File: src/hdl/cbd_pkg.sv
package cbd_pkg;

    localparam int SIZE_BITS_DEF = 32;
    localparam int COUNT_BITS    = 32;
    localparam int BYTE_BITS     = 8;
    localparam int KIND_BITS     = 2;

    localparam logic [BYTE_BITS-1:0] CH_CR   = 8'h0D;
    localparam logic [BYTE_BITS-1:0] CH_LF   = 8'h0A;
    localparam logic [BYTE_BITS-1:0] CH_SEMI = 8'h3B;

    localparam logic [COUNT_BITS-1:0] COUNT_MAX = {COUNT_BITS{1'b1}};

    typedef enum logic [10:0] {
        PH_SIZE    = 11'b000_0000_0001,
        PH_SIZE_CR = 11'b000_0000_0010,
        PH_EXT     = 11'b000_0000_0100,
        PH_EXT_CR  = 11'b000_0000_1000,
        PH_DATA    = 11'b000_0001_0000,
        PH_GAP1    = 11'b000_0010_0000,
        PH_GAP2    = 11'b000_0100_0000,
        PH_TRL1    = 11'b000_1000_0000,
        PH_TRL2    = 11'b001_0000_0000,
        PH_DONE    = 11'b010_0000_0000,
        PH_ERR     = 11'b100_0000_0000
    } phase_t;

    typedef enum logic [KIND_BITS-1:0] {
        KIND_DATA = 2'd0,
        KIND_DONE = 2'd1,
        KIND_BAD  = 2'd2,
        KIND_OVF  = 2'd3
    } kind_t;

    typedef struct packed {
        phase_t                phase;
        logic [COUNT_BITS-1:0] count;
    } ctl_t;

    typedef struct packed {
        logic                  valid;
        kind_t                 kind;
        logic [BYTE_BITS-1:0]  data;
        logic [COUNT_BITS-1:0] length;
    } res_t;

endpackage

File: src/hdl/cbd_step.sv
module cbd_step #(
    parameter int SIZE_BITS = cbd_pkg::SIZE_BITS_DEF
) (
    input  logic [cbd_pkg::BYTE_BITS-1:0] in_byte,
    input  logic                          new_body,
    input  cbd_pkg::ctl_t                 ctl_cur,
    input  logic [SIZE_BITS-1:0]          chunk_cur,
    output cbd_pkg::ctl_t                 ctl_next,
    output logic [SIZE_BITS-1:0]          chunk_next,
    output cbd_pkg::res_t                 res
);

    cbd_pkg::ctl_t        ctl_base;
    logic [SIZE_BITS-1:0] chunk_base;
    logic [SIZE_BITS-1:0] chunk_dec;
    logic                 is_num;
    logic                 is_alpha;
    logic [3:0]           digit;

    always_comb begin
        is_num   = in_byte inside {[8'h30:8'h39]};
        is_alpha = in_byte inside {[8'h41:8'h46], [8'h61:8'h66]};
        digit    = is_num ? in_byte[3:0] : 4'(in_byte[3:0] + 4'd9);
    end

    always_comb begin
        ctl_base   = ctl_cur;
        chunk_base = chunk_cur;
        if (new_body) begin
            ctl_base.phase = cbd_pkg::PH_SIZE;
            ctl_base.count = '0;
            chunk_base     = '0;
        end
        chunk_dec = chunk_base - SIZE_BITS'(1);

        ctl_next   = ctl_base;
        chunk_next = chunk_base;
        res.valid  = 1'b0;
        res.kind   = cbd_pkg::KIND_DATA;
        res.data   = '0;

        case (ctl_base.phase)
            cbd_pkg::PH_SIZE: begin
                if (in_byte == cbd_pkg::CH_CR) begin
                    ctl_next.phase = cbd_pkg::PH_SIZE_CR;
                end else if (in_byte == cbd_pkg::CH_SEMI) begin
                    ctl_next.phase = cbd_pkg::PH_EXT;
                end else if (!(is_num || is_alpha)) begin
                    ctl_next.phase = cbd_pkg::PH_ERR;
                    res.valid      = 1'b1;
                    res.kind       = cbd_pkg::KIND_BAD;
                end else if (chunk_base[SIZE_BITS-1 -: 4] != 4'd0) begin
                    ctl_next.phase = cbd_pkg::PH_ERR;
                    res.valid      = 1'b1;
                    res.kind       = cbd_pkg::KIND_OVF;
                end else begin
                    chunk_next = {chunk_base[SIZE_BITS-5:0], digit};
                end
            end
            cbd_pkg::PH_SIZE_CR: begin
                if (in_byte == cbd_pkg::CH_LF) begin
                    ctl_next.phase = (chunk_base == '0) ? cbd_pkg::PH_TRL1
                                                        : cbd_pkg::PH_DATA;
                end else begin
                    ctl_next.phase = cbd_pkg::PH_ERR;
                    res.valid      = 1'b1;
                    res.kind       = cbd_pkg::KIND_BAD;
                end
            end
            cbd_pkg::PH_EXT: begin
                if (in_byte == cbd_pkg::CH_CR) begin
                    ctl_next.phase = cbd_pkg::PH_EXT_CR;
                end
            end
            cbd_pkg::PH_EXT_CR: begin
                if (in_byte == cbd_pkg::CH_LF) begin
                    ctl_next.phase = (chunk_base == '0) ? cbd_pkg::PH_TRL1
                                                        : cbd_pkg::PH_DATA;
                end else if (in_byte != cbd_pkg::CH_CR) begin
                    ctl_next.phase = cbd_pkg::PH_EXT;
                end
            end
            cbd_pkg::PH_DATA: begin
                if (ctl_base.count != cbd_pkg::COUNT_MAX) begin
                    ctl_next.count = ctl_base.count + cbd_pkg::COUNT_BITS'(1);
                end
                chunk_next = chunk_dec;
                if (chunk_dec == '0) begin
                    ctl_next.phase = cbd_pkg::PH_GAP1;
                end
                res.valid = 1'b1;
                res.kind  = cbd_pkg::KIND_DATA;
                res.data  = in_byte;
            end
            cbd_pkg::PH_GAP1: begin
                ctl_next.phase = cbd_pkg::PH_GAP2;
            end
            cbd_pkg::PH_GAP2: begin
                ctl_next.phase = cbd_pkg::PH_SIZE;
                chunk_next     = '0;
            end
            cbd_pkg::PH_TRL1: begin
                ctl_next.phase = cbd_pkg::PH_TRL2;
            end
            cbd_pkg::PH_TRL2: begin
                ctl_next.phase = cbd_pkg::PH_DONE;
                res.valid      = 1'b1;
                res.kind       = cbd_pkg::KIND_DONE;
            end
            default: begin
            end
        endcase

        res.length = ctl_next.count;
    end

endmodule

File: src/hdl/chunked_body_decoder.sv
// Decodes a body in chunked transfer coding, one byte per beat. Set s_tuser on the first
// byte of each body; before the first such beat the block acts as if a body began at reset.
// Each payload byte leaves as a beat of kind 0; the end of the body (kind 1), a bad size
// character (kind 2) or a size wider than SIZE_BITS (kind 3) leaves one beat and the block
// then drops bytes until the next start. Size lines, extensions, CR LF and the two bytes
// after each chunk give no beat. m_tdata carries the payload byte in bits 7:0 and the
// saturating payload count of the body in bits 39:8. Throughput is one byte per cycle
// while m_tready keeps up with results; a byte waits in the input register while the
// parse logic updates the phase and counters, and its result goes to an output register.
module chunked_body_decoder #(
    parameter int SIZE_BITS = cbd_pkg::SIZE_BITS_DEF
) (
    input  logic        aclk,
    input  logic        aresetn,
    input  logic        s_tvalid,
    output logic        s_tready,
    input  logic [7:0]  s_tdata,   // in_byte
    input  logic        s_tuser,   // new_body
    output logic        m_tvalid,
    input  logic        m_tready,
    output logic [39:0] m_tdata,   // out_byte [7:0], body_length [39:8]
    output logic [1:0]  m_tuser    // out_kind
);

    logic                                 in_valid_reg;
    logic [cbd_pkg::BYTE_BITS-1:0]        in_byte_reg;
    logic                                 in_start_reg;
    cbd_pkg::ctl_t                        ctl_reg;
    cbd_pkg::ctl_t                        ctl_next;
    logic [SIZE_BITS-1:0]                 chunk_reg;
    logic [SIZE_BITS-1:0]                 chunk_next;
    cbd_pkg::res_t                        res;
    logic                                 out_valid_reg;
    cbd_pkg::kind_t                       out_kind_reg;
    logic [cbd_pkg::BYTE_BITS-1:0]        out_byte_reg;
    logic [cbd_pkg::COUNT_BITS-1:0]       out_len_reg;
    logic                                 advance;

    cbd_step #(
        .SIZE_BITS(SIZE_BITS)
    ) u_step (
        .in_byte    (in_byte_reg),
        .new_body   (in_start_reg),
        .ctl_cur    (ctl_reg),
        .chunk_cur  (chunk_reg),
        .ctl_next   (ctl_next),
        .chunk_next (chunk_next),
        .res        (res)
    );

    assign advance  = in_valid_reg && (!out_valid_reg || m_tready || !res.valid);
    assign s_tready = !in_valid_reg || advance;

    always_ff @(posedge aclk) begin
        if (!aresetn) begin
            in_valid_reg <= 1'b0;
        end else if (s_tready) begin
            in_valid_reg <= s_tvalid;
        end
        if (s_tready && s_tvalid) begin
            in_byte_reg  <= s_tdata;
            in_start_reg <= s_tuser;
        end
    end

    always_ff @(posedge aclk) begin
        if (!aresetn) begin
            ctl_reg.phase <= cbd_pkg::PH_SIZE;
            ctl_reg.count <= '0;
            chunk_reg     <= '0;
        end else if (advance) begin
            ctl_reg   <= ctl_next;
            chunk_reg <= chunk_next;
        end
    end

    always_ff @(posedge aclk) begin
        if (!aresetn) begin
            out_valid_reg <= 1'b0;
        end else begin
            if (m_tready) begin
                out_valid_reg <= 1'b0;
            end
            if (advance && res.valid) begin
                out_valid_reg <= 1'b1;
            end
        end
        if (advance && res.valid) begin
            out_kind_reg <= res.kind;
            out_byte_reg <= res.data;
            out_len_reg  <= res.length;
        end
    end

    assign m_tvalid = out_valid_reg;
    assign m_tdata  = {out_len_reg, out_byte_reg};
    assign m_tuser  = out_kind_reg;

    a_data_left: assert property (@(posedge aclk) disable iff (!aresetn)
        ctl_reg.phase == cbd_pkg::PH_DATA |-> chunk_reg != '0)
        else $error("payload phase with no bytes left");

    a_hold_input: assert property (@(posedge aclk) disable iff (!aresetn)
        in_valid_reg && !advance |=> in_valid_reg && $stable(in_byte_reg))
        else $error("stalled byte lost");

    a_count_grows: assert property (@(posedge aclk) disable iff (!aresetn)
        advance && !in_start_reg |=> ctl_reg.count >= $past(ctl_reg.count))
        else $error("payload count went down");

    a_no_overwrite: assert property (@(posedge aclk) disable iff (!aresetn)
        out_valid_reg && !m_tready |=> out_valid_reg && $stable(out_len_reg))
        else $error("pending result overwritten");

    a_zero_byte: assert property (@(posedge aclk) disable iff (!aresetn)
        out_valid_reg && out_kind_reg != cbd_pkg::KIND_DATA |-> out_byte_reg == '0)
        else $error("status beat carries a byte");

endmodule
File: config.mk
export PLATFORM = sky130hd
export DESIGN_NAME = chunked_body_decoder
export DESIGN_NICKNAME = d
export VERILOG_FILES = /design/src/hdl/cbd_pkg.sv /design/src/hdl/cbd_step.sv /design/src/hdl/chunked_body_decoder.sv
export SDC_FILE = /design/constraint.sdc
export NUM_CORES = 1
export LEC_CHECK = 0
export BUFFER_PORTS_ARGS = -buffer_cell sky130_fd_sc_hd__buf_2
export CORE_MARGIN = 1
export CORE_UTILIZATION = 40
export CTS_CLUSTER_DIAMETER = 50
export CTS_CLUSTER_SIZE = 25
export DETAILED_ROUTE_END_ITERATION = 10
export PLACE_DENSITY_LB_ADDON = 0.1
export SYNTH_ARGS = -nofsm -noshare
export SYNTH_HDL_FRONTEND = slang
export SYNTH_SLANG_ARGS = --single-unit
File: constraint.sdc
create_clock -name aclk -period 7.6 [get_ports aclk]
set_clock_uncertainty 0.05 [all_clocks]
set_input_delay 1.9 -clock aclk [delete_from_list [all_inputs] [get_ports aclk]]
set_output_delay 1.9 -clock aclk [all_outputs]
set_load 0.01 [all_outputs]
Word-level counts from Yosys, hierarchy flattened
Cells that the tools add are included.
Cells by class
  $lt $le $gt $ge: 6
  add/sub/neg operators: 3
  reduce and logical (&&, ||, !) cells: 18
  equal/unequal tests: 14
  multiplexer cells: 29
Operators with widths (number)
  32-bit 2-to-1 mux: 7
  11-bit 2-to-1 mux: 9
  11-bit one-hot mux with 9 select lines: 1
  32-bit one-hot mux with 3 select lines: 1
  32-bit logical NOT: 2
  43-bit 2-to-1 mux: 1
  32-bit by 1-bit adder with 32-bit output (second input constant): 1
  32-bit inequality test (second input constant): 1
  32-bit by 1-bit subtractor with 32-bit output (second input constant): 1
  8-bit by 4-bit == test with 1-bit output (second input constant): 2
  8-bit by 7-bit >= comparator with 1-bit output (second input constant): 2
  8-bit by 7-bit <= comparator with 1-bit output (second input constant): 2
  3-bit 2-to-1 mux: 5
  3-bit one-hot mux with 4 select lines: 1
  11-bit by 1-bit == test with 1-bit output (second input constant): 1
  11-bit by 2-bit == test with 1-bit output (second input constant): 1
  11-bit by 3-bit == test with 1-bit output (second input constant): 1
  11-bit by 4-bit == test with 1-bit output (second input constant): 1
  11-bit by 5-bit == test with 1-bit output (second input constant): 1
  11-bit by 6-bit == test with 1-bit output (second input constant): 1
  11-bit by 7-bit == test with 1-bit output (second input constant): 1
  11-bit by 8-bit == test with 1-bit output (second input constant): 1
  11-bit by 9-bit == test with 1-bit output (second input constant): 1
  8-bit by 6-bit == test with 1-bit output (second input constant): 1
  12 further kinds: 24
Word-level totals
  register bits: 128
  output and inout bits: 44

Depth between registers and ports, before layout
Gate-level depths: netlist (run 1).
  depth after elaboration: 13
  gate-level depth with buffers: 14
  mapped depth without buffers: 12

Cells and area by module
A second synthesis (run 1) with hierarchy kept.
Unflattened totals
  cells, all modules: 1002
  area, all modules: 8380.5 µm²
By module, submodules not included
  chunked_body_decoder: times used 1, area an instance 4611.9 µm², cells each 387
  cbd_step: times used 1, area an instance 3768.6 µm², cells each 615

Worst setup path before layout (run 1)
No wires, ideal clock.
  path type: in2reg
  from: input port m_tready
  to: register out_kind_reg[0], in the netlist m_tuser[0], enable pin
  cell stages on the path: 6
  library setup time: 443 ps
  slack: 2796 ps
  arrival time: 4311 ps
  path buffers: 1
  data required time: 7107 ps
  path through: nor2b_1 -> nand3_1 -> a211o_1 -> nand3_1 -> clkbuf_1 -> nor2_1
Between the ends
  cells in the longest elaborated chain, start to end: 4
RTL lines
  start: declaration: RTL line chunked_body_decoder.sv:20  | input logic m_tready,
  1-bit logical OR (2 in series): RTL line chunked_body_decoder.sv:51  | assign advance = in_valid_reg && (!out_valid_reg || m_tready || !res.valid);
  1-bit logical AND: RTL line chunked_body_decoder.sv:51
  1-bit logical AND: RTL line chunked_body_decoder.sv:88  | if (advance && res.valid) begin
  end signal: assignment: RTL line chunked_body_decoder.sv:89  | out_kind_reg <= res.kind;
  end: declaration: RTL line chunked_body_decoder.sv:34  | cbd_pkg::kind_t out_kind_reg;
No other way between the ends.
A chain may end at the register's enable or synchronous reset.

Worst setup path after layout (run 1)
  from: input port m_tready
  to: output port s_tready
Between the ends
  cells in the longest elaborated chain, start to end: 4
RTL lines
  1-bit logical OR (2 in series): RTL line chunked_body_decoder.sv:51
  1-bit logical AND: RTL line chunked_body_decoder.sv:51
  1-bit logical OR: RTL line chunked_body_decoder.sv:52  | assign s_tready = !in_valid_reg || advance;
  end: declaration: RTL line chunked_body_decoder.sv:16  | output logic s_tready,
No other way between the ends.

==> flow_summary.json, run 1 <==
{
  "drc": 0,
  "synth.distinct_cells": 79,
  "p_total_mw": 1.749,
  "place.gp.congestion": 0.9107,
  "pre_cts_ws_ps": 2711,
  "avgViaCountPerCell": 5.977,
  "layout_common_cells": "106 x nand2_1, 98 x nor2_1, 77 x dfxtp_1, 56 x buf_2, 52 x a21oi_1",
  "hold_violations": 0,
  "worstSetupPathType": "primary input to output pin",
  "numCtsBuffers": 17,
  "tightest_slew_ps": 1182,
  "rr_worst_depth": 9,
  "syn_nets": 920,
  "fin_crit_ps": 4903,
  "ant_nets": 0,
  "async_flop_share": 0,
  "worstPathArrival_ps": 2950,
  "largest_reg_flops": 43,
  "ys_ff_latch": 128,
  "critPathBufInv": 2,
  "final_common_cell": "nand2_1",
  "met2_usage": 0.3687,
  "slew_headroom": 0.2119,
  "grt_pass1_vias": 6601,
  "cp_num_cells": 7,
  "period_share": 0.6451,
  "maxCapViolCount": 0,
  "synth_edf_count": 51,
  "cp_slowest_cell": "a211o_1",
  "wl_per_cell_um": 18.16,
  "yosysSeqAreaShare": 0.4072,
  "slew_violations": 0,
  "clkSlewWorstSetupHoldPaths_ps": 50,
  "die_area_um2": 19420,
  "cts_sinks": 128,
  "max_freq_mhz": 204.0,
  "n_antenna_cell": 0,
  "ys.flop_type": "dfxtp_1",
  "required_ps": 5650,
  "path_cells": "buf_2 > nor2b_1 > nand3_1 > a211o_1 > nand2_1 > nand2_1 > buf_2",
  "grt_max_degree": 60,
  "cts_resized": 0,
  "dp_hpwl_mm": 13.59,
  "critPathMaxStageDelay_ps": 290,
  "grt.busiest_layer": "met2",
  "finish.utilization": 0.4653,
  "grt_overflow": 0,
  "initial_core_util": 0.4144,
  "postCtsSetupRepairBufs": 0,
  "drt_wl_total_mm": 21.07,
  "fill_cells": 1806,
  "setup_ws_ps": 2697,
  "rows": 49,
  "antenna_found_initial": 0,
  "finalSetupTns_ps": 0,
  "insertion_delay_ps": 430,
  "postLayoutCellArea_um2": 8473,
  "rsz0062_at_grt": "false",
  "ios": 57,
  "p_leak_nw": 3.037,
  "path_max_fanout": 3,
  "layout-drive-gt1-share": 0.1246,
  "hold_ws_ps": 421.3,
  "postSynthAreaPerCell_um2": 8.384,
  "dr.pass1.iters": 5,
  "hold_buffers": 0,
  "io_buffers": 56,
  "clk_path_buf_depth": 2,
  "use_met1": 0.2931,
  "yosysWarnings": 0,
  "syn2layout_area_growth_pct": 12.29,
  "synth_cells": 900,
  "outcome": "completed",
  "hold_depth": 2,
  "dr.first_iter.drc_count": 586,
  "htreeDepth": 4,
  "cpLargestDelayFamily": "simple AND/OR/NAND/NOR gates",
  "grt.total_usage": 0.2237,
  "setup_violations": 0,
  "cts_tree": "built",
  "irDropWorstVdd_mv": 0.1666,
  "hold_path_class": "flip-flop to flip-flop",
  "end_kind": "output pin",
  "layout.cells.non_filler": 1160,
  "die_h_um": 139.4,
  "syn-cell-area_um2": 7546,
  "grt_pass1_wl_mm": 34.79,
  "fp.coreArea_um2": 18210,
  "met3_usage": 0.04026,
  "post_dp_cell_area_um2": 7936,
  "cp-start-kind": "primary input",
  "p_per_area_nw_per_um2": 206.4,
  "cts.root.buffer_cell": "clkbuf_16",
  "vias": 6933,
  "finalNetCount": 938,
  "die_x_um": 139.4,
  "placedCellCount": 1128
}
## final timing paths
path	from	end	slack [ps]
min reg2reg	ctl_reg[18]	ctl_reg[18]	420
max	m_tready	s_tready	2700
min	ctl_reg[18]	ctl_reg[18]	420
max reg2reg	in_start_reg	out_len_reg[22]	3850
## worst register-to-register path: stages, from the launching register on
cell and delay [ps]:
edfxtp_1 540, buf_4 370, nand2b_1 300, or4_4 470
or4_1 720, o21ai_2 440, nor2_1 130, and3_1 220
xnor2_1 180, nor2_1 60
## power breakdown
part | switching [mW] | internal [mW] | leakage [nW]
combinational | 0.148 | 0.0740 | 1.64
clock | 0.311 | 0.452 | 0.253
sequential | 0.0258 | 0.739 | 1.14
total | 0.485 | 1.26 | 3.04
## area by class of cell
| class | count | area (µm²) | area share |
|---|---|---|---|
| Clock buffer | 24 | 451.7 | 0.05331 |
| Tap cell | 229 | 286.5 | 0.03382 |
| Multi-Input combinational cell | 688 | 4150 | 0.4898 |
| Inverter | 15 | 56.30 | 0.006645 |
| Sequential cell | 128 | 3073 | 0.3627 |
| Timing Repair Buffer | 68 | 370.4 | 0.04371 |
| Clock inverter | 8 | 85.08 | 0.01004 |
## synth_stat cells, types with 3 or more instances
library cell / instances / area, µm²
nor3b_1: 5 / 37.54
edfxtp_1: 51 / 1531
buf_2: 11 / 55.05
o211a_1: 4 / 40.04
o21ai_0: 27 / 135.1
nor4b_1: 6 / 52.55
dfxtp_1: 77 / 1541
or2_2: 3 / 18.77
xor2_1: 11 / 96.34
buf_1: 9 / 33.78
o41ai_1: 3 / 26.28
xnor2_1: 27 / 236.5
inv_1: 13 / 48.80
nor3_1: 43 / 215.2
a22o_1: 3 / 26.28
a21oi_1: 52 / 260.3
clkbuf_1: 48 / 180.2
nor2_1: 99 / 371.6
or4_1: 13 / 97.59
nand2_1: 106 / 397.9
o21ai_1: 15 / 75.07
nor4_1: 22 / 137.6
and3_1: 11 / 68.82
and4_1: 3 / 26.28
o2111ai_1: 3 / 26.28
or3_1: 15 / 93.84
a22oi_1: 16 / 120.1
o211ai_1: 8 / 60.06
nand3_1: 38 / 190.2
nand4_1: 10 / 62.56
and4b_1: 4 / 40.04
a211oi_1: 16 / 120.1
o21a_1: 5 / 37.54
nand2b_1: 3 / 18.77
o22ai_1: 6 / 37.54
and2_1: 10 / 62.56
a211o_1: 5 / 43.79
nor2b_1: 15 / 93.84
o32ai_1: 13 / 113.9
o31ai_1: 5 / 37.54
a31oi_1: 8 / 50.05
a41oi_1: 3 / 26.28
ha_1: 7 / 87.58
## per-layer routing
metal | vias to the layer above | wire, µm
met5 | - | 0
met2 | 196 | 9899
li1 | 3374 | -
met1 | 3331 | 9691
met4 | 0 | 392
met3 | 32 | 1085
## kinds of logic after synthesis
kind of cell,Yosys count,share of synthesized area
buf+inv,84,0.04460
compound gates,215,0.1907
mux,5,0.007130
xor+xnor,38,0.04411
flops,128,0.4072
fa+ha+maj,7,0.01161
simple gates,423,0.2946
(Power assumes the default switching activity.)
==> run 2, diff against run 1 <==
ABC_AREA = 1   (was unset)
clock period = 4.6 ns   (was 7.6 ns; I/O delays follow)
==> run 2 against run 1 <==
  * Critical path type is now flip-flop to output pin
  * Synthesized cell count increased by 43%
  * Critical path depth grew 3
  * Wire length grew 15%
  * Design area rose by 13%
  * Total power up 74%
  * Global-route usage is 0.50 points higher
  * Register-to-register slack lost 2500 ps
  * Sequential power grew 66%
==> flow_summary.json, run 2 <==
{
  "hold_end": "chunk_reg[26]",
  "ys.flop_type": "dfxtp_1",
  "ys_ff_latch": 128,
  "syn2layout_area_growth_pct": 11.97,
  "wl_per_cell_um": 15.08,
  "power_switching_mw": 0.8694,
  "grt_pass1_wl_mm": 39.50,
  "required_ps": 3400,
  "grt_pass1_vias": 7652,
  "syn_nets": 1304,
  "numCtsBuffers": 17,
  "dr.pass1.iters": 5,
  "final_common_cell": "nand2_1",
  "htreeDepth": 4,
  "reg2reg_from": "in_start_reg",
  "layout_common_cells": "330 x nand2_1, 200 x nor2_1, 132 x inv_1, 130 x o21ai_0, 77 x dfxtp_1",
  "period_share": 0.8175,
  "finalSetupTns_ps": 0,
  "io_buffers": 56,
  "yosysWarnings": 0,
  "path_max_fanout": 33,
  "pwr-share-comb": 0.126,
  "cp-start-kind": "flip-flop",
  "layout.cells.non_filler": 1610,
  "synth_cells": 1284,
  "avgViaCountPerCell": 5.129,
  "max_freq_mhz": 265.9,
  "holdCritStartpoint": "chunk_reg[26]",
  "tightest_slew_ps": 989.7,
  "insertion_delay_ps": 420,
  "synth_edf_count": 51,
  "path_cells": "inv_2 > buf_4 > nand2_1 > nand4_1 > inv_1 > nand2_1 > nand2_1 > nand4_1 > nand3_1 > buf_2",
  "maxCapViolCount": 0,
  "r2r_slack_ps": 1310,
  "setup_violations": 0,
  "worstPathArrival_ps": 2560,
  "yosysSeqAreaShare": 0.3599,
  "synth.distinct_cells": 46,
  "initial_core_util": 0.4075,
  "drc": 0,
  "fin_crit_ps": 3760,
  "setup_ws_ps": 839.5,
  "pwr-share-seq": 0.418,
  "p_int_mw": 2.174,
  "n_antenna_cell": 0,
  "critPathMaxStageDelay_ps": 420,
  "hold_path_class": "flip-flop to flip-flop",
  "p_leak_nw": 4.567,
  "yosysMostFrequentCell": "nand2_1",
  "vias": 8257,
  "hold_depth": 2,
  "p_sw_frac": 0.2856,
  "clkSlewWorstSetupHoldPaths_ps": 70,
  "synth_area_leaders": "dfxtp_1 18%, edfxtp_1 18%, nand2_1 15%",
  "yosysTopAreaCellShare": 0.1805,
  "drt_wl_total_mm": 24.28,
  "regArea_um2": 3073,
  "cts_resized": 0,
  "grt_max_degree": 89,
  "rr_endpoint": "ctl_reg[19]",
  "cts.root.buffer_cell": "clkbuf_16",
  "finalNetCount": 1342,
  "layout-drive-gt1-share": 0.1169,
  "grt.total_usage": 0.2287,
  "die_h_um": 148.1,
  "hold_buffers": 0,
  "p_per_area_nw_per_um2": 318.3,
  "placedCellCount": 1578,
  "ant_nets": 0,
  "slew_headroom": 0.3402,
  "clk_path_buf_depth": 2,
  "irDropWorstVdd_mv": 0.2501,
  "synth_common_cells": "330 x nand2_1, 200 x nor2_1, 133 x inv_1",
  "pre_cts_ws_ps": 1291,
  "fill_cells": 2250,
  "antenna_found_initial": 0,
  "worstSetupPathType": "flip-flop to output pin",
  "cp_slowest_cell": "buf_4",
  "clock_power_share": 0.456,
  "crit_top_cell": "nand2_1",
  "async_flop_share": 0,
  "grt_overflow": 0,
  "die_x_um": 148.1,
  "largest_reg_flops": 43,
  "outcome": "completed",
  "place.gp.congestion": 0.9277,
  "syn-cell-area_um2": 8539,
  "ios": 57,
  "cp_num_cells": 10,
  "synth_top_area_cell": "dfxtp_1",
  "cts_sinks": 128,
  "cts_tree": "built",
  "postSynthAreaPerCell_um2": 6.651,
  "die_area_um2": 21940,
  "slew_violations": 0,
  "end_kind": "output pin",
  "dr.first_iter.drc_count": 455,
  "postCtsSetupRepairBufs": 0,
  "cpLargestDelayFamily": "buffers and inverters",
  "dp_hpwl_mm": 17.40,
  "rr_worst_depth": 12,
  "rows": 53,
  "rsz0062_at_grt": "false",
  "multi_input_area_um2": 4663,
  "hold_violations": 0,
  "fp.coreArea_um2": 20960,
  "critPathBufInv": 4
}
## run 2: cell families after synthesis
family	synth area share
AO/OA/AOI/OAI	0.1478
XOR/XNOR	0.02359
adder cells (fa/ha/maj)	0.01026
buffers and inverters	0.09407
flip-flops	0.3599
multiplexers	0.01289
AND/OR/NAND/NOR	0.3515
## run 2: worst max-delay path by stage
stage / to / slack [ps] / from
final: s_tready / 840 / in_start_reg
after CTS: s_tready / 810 / in_start_reg
after global placement: s_tready / 1340 / in_start_reg
after detailed placement: s_tready / 1290 / in_start_reg
after floorplan: m_tuser[0] / 1460 / in_byte_reg[1]
after global routing: s_tready / 630 / in_start_reg
## run 2: worst register-to-register path, delay by kind of cell (launching register included)
family | cells | cell delay [ps]
buffers and inverters | 4 | 1160
AND/OR/NAND/NOR | 4 | 1060
AO/OA/AOI/OAI | 4 | 530
flip-flops | 1 | 400
## run 2: metal layers
layer | share of wire | GRT usage | routed length, µm
met5 | 0 | 0 | 0
met2 | 0.48 | 0.3965 | 11750
met3 | 0.039 | 0.03620 | 945
met1 | 0.46 | 0.2897 | 11130
met4 | 0.019 | 0.07216 | 453
## run 2: power groups by stage
stage	sequential [mW]	combinational (mW)	clock, mW
after floorplan	1.30	0.275	0
after global placement	1.30	0.387	0
after detailed placement	1.30	0.386	0
after CTS	1.27	0.387	1.41
after global routing	1.28	0.432	1.46
final	1.27	0.384	1.39
## run 2: per-stage QoR
stage	hold slack [ps]	area, µm²	power (mW)	utilization
after floorplan	380.3	8539	1.575	-
after global placement	405.1	8969	1.685	0.4280
after detailed placement	411.6	8969	1.683	0.4280
after CTS	420.7	9562	3.073	0.4563
after global routing	435.6	9562	3.170	0.4563
final	424.9	9562	3.044	0.4563
## run 2: cell type report
type / instances / area share
clock buffers: 19 / 0.04632
clock inverters: 13 / 0.01570
inverters: 140 / 0.05496
multi-input cells: 968 / 0.4877
flip-flops and latches: 128 / 0.3214
well taps: 275 / 0.03599
repair buffers: 67 / 0.03795
==> run 3, diff against run 2 <==
ABC_AREA = 0   (was 1)
clock period = 3.8 ns   (was 4.6 ns; I/O delays follow)
==> run 3 against run 2 <==
  * Core utilization is 1.8 points higher
  * Global-route usage is 0.086 points higher
  * First-iteration DRC count is 31% higher
  * Via count is 14% lower
  * Critical endpoint unchanged
  * Largest power group is now registers
  * Highest routed layer unchanged
==> flow_summary.json, run 3 (same netlist as run 1, synthesis figures left out) <==
{
  "drc": 0,
  "layout-drive-gt1-share": 0.1493,
  "holdCritStartpoint": "ctl_reg[18]",
  "clk_path_buf_depth": 2,
  "placedCellCount": 1148,
  "layout_common_cells": "106 x nand2_1, 98 x nor2_1, 77 x dfxtp_1, 56 x buf_2, 52 x a21oi_1",
  "clock_power_share": 0.430,
  "r2r_slack_ps": 330,
  "rr_endpoint": "ctl_reg[23]",
  "rsz0062_at_grt": "false",
  "htreeDepth": 4,
  "p_leak_nw": 3.143,
  "vias": 7135,
  "maxCapViolCount": 0,
  "drt_wl_total_mm": 21.79,
  "cts.root.buffer_cell": "clkbuf_16",
  "reg2reg_from": "in_byte_reg[1]",
  "hold_buffers": 0,
  "post_dp_cell_area_um2": 8087,
  "hold_depth": 2,
  "grt_overflow": 0,
  "grt_pass1_vias": 6807,
  "fin_crit_ps": 3605,
  "clkSlewWorstSetupHoldPaths_ps": 60,
  "place.gp.congestion": 0.9490,
  "irDropWorstVdd_mv": 0.2991,
  "end_kind": "output pin",
  "cp-start-kind": "flip-flop",
  "finalSetupTns_ps": 0,
  "dr.first_iter.drc_count": 596,
  "outcome": "completed",
  "setup_violations": 0,
  "hold_path_class": "flip-flop to flip-flop",
  "cts_sinks": 128,
  "max_freq_mhz": 277.4,
  "insertion_delay_ps": 430,
  "n_antenna_cell": 0,
  "antenna_found_initial": 0,
  "rr_worst_depth": 11,
  "hold_ws_ps": 408.6,
  "avgViaCountPerCell": 6.047,
  "fill_cells": 1760,
  "finalNetCount": 958,
  "final_common_cell": "nand2_1",
  "fp.coreArea_um2": 18210,
  "path_max_fanout": 8,
  "io_buffers": 56,
  "largest_reg_flops": 43,
  "layout.cells.non_filler": 1180,
  "die_h_um": 139.4,
  "grt_pass1_wl_mm": 35.74,
  "rows": 49,
  "pwr-share-comb": 0.133,
  "dr.pass1.iters": 5,
  "required_ps": 2800,
  "ant_nets": 0,
  "grt_max_degree": 56,
  "syn2layout_area_growth_pct": 14.41,
  "slew_violations": 0,
  "postLayoutCellArea_um2": 8633,
  "worstSetupPathType": "flip-flop to output pin",
  "cts_tree": "built",
  "wl_per_cell_um": 18.47,
  "pwr-share-seq": 0.436,
  "die_area_um2": 19420,
  "hold_end": "ctl_reg[18]",
  "slew_headroom": 0.3553,
  "period_share": 0.9487,
  "tightest_slew_ps": 967.1,
  "dp_hpwl_mm": 14.97,
  "grt.total_usage": 0.2295,
  "ios": 57,
  "p_int_mw": 2.483,
  "numCtsBuffers": 17,
  "hold_violations": 0,
  "initial_core_util": 0.4144,
  "power_switching_mw": 1.023,
  "p_per_area_nw_per_um2": 406.1,
  "die_x_um": 139.4,
  "p_sw_frac": 0.2917,
  "worstPathArrival_ps": 2610
}
run 3: changes by cell type in the layout (fill, tap and decap cells not counted), moves of 21 or more:
cell / before / now
buf_4: 11 / 32
inv_1: 132 / 13
nand2_1: 330 / 106
nand3_1: 73 / 37
nor2_1: 200 / 98
nor3_1: 17 / 43
o21ai_0: 130 / 27
xnor2_1: 3 / 27
run 3: area by class of cell:
class,count,area [µm²],area share
multi-input combinational,688,4159,0.4817
sequential,128,3073,0.3559
timing repair buffer,88,520.5,0.06029
clock buffer,18,429.2,0.04971
tap,229,286.5,0.03319
clock inverter,14,108.9,0.01261
inverter,15,56.30,0.006522
run 3: worst max-delay path, stage by stage, from the launching register on:
cell and delay, ps:
edfxtp_1 450, inv_1 110, ha_1 240, o21bai_1 190, a21oi_1 170, a31o_2 320
a211o_1 360, nand2_1 110, nand2_1 70, buf_2 150
run 3: worst max path at each step:
stage	from	to	slack, ps	cells after the start
3_3_place_gp	in_start_reg	out_len_reg[22]	530	8
2_1_floorplan	in_start_reg	ctl_reg[29]	330	13
3_5_place_dp	in_byte_reg[1]	ctl_reg[8]	400	9
6_report	in_byte_reg[1]	s_tready	190	9
5_1_grt	in_start_reg	s_tready	70	7
4_1_cts	ctl_reg[36]	s_tready	80	7
run 3: power by group through the flow:
stage	clock [mW]	sequential (mW)	combinational (mW)
6_report	1.51	1.53	0.468
2_1_floorplan	0	1.54	0.319
4_1_cts	1.53	1.53	0.463
5_1_grt	1.60	1.54	0.513
3_3_place_gp	0	1.56	0.456
3_5_place_dp	0	1.56	0.460
run 3: through the flow:
stage / power (mW) / util / setup WS, ps
6_report: 3.506 / 0.4741 / 194.8
5_1_grt: 3.652 / 0.4741 / 66.76
4_1_cts: 3.521 / 0.4736 / 77.48
3_5_place_dp: 2.018 / 0.4441 / 398.6
3_3_place_gp: 2.013 / 0.4441 / 525.2
2_1_floorplan: 1.863 / - / 329.5
run 3: timing repair:
action                     CTS  global route
setup endpoints to repair    0             1
buffers inserted             0             0
gates resized for setup      0             2
run 3: per-layer routing:
layer | vias to the layer above | global-route usage | part of all wire
li1 | 3417 | - | -
met1 | 3481 | 0.2938 | 0.47
met2 | 201 | 0.3875 | 0.47
met3 | 36 | 0.04267 | 0.042
met4 | 0 | 0.07778 | 0.020
met5 | - | 0 | 0
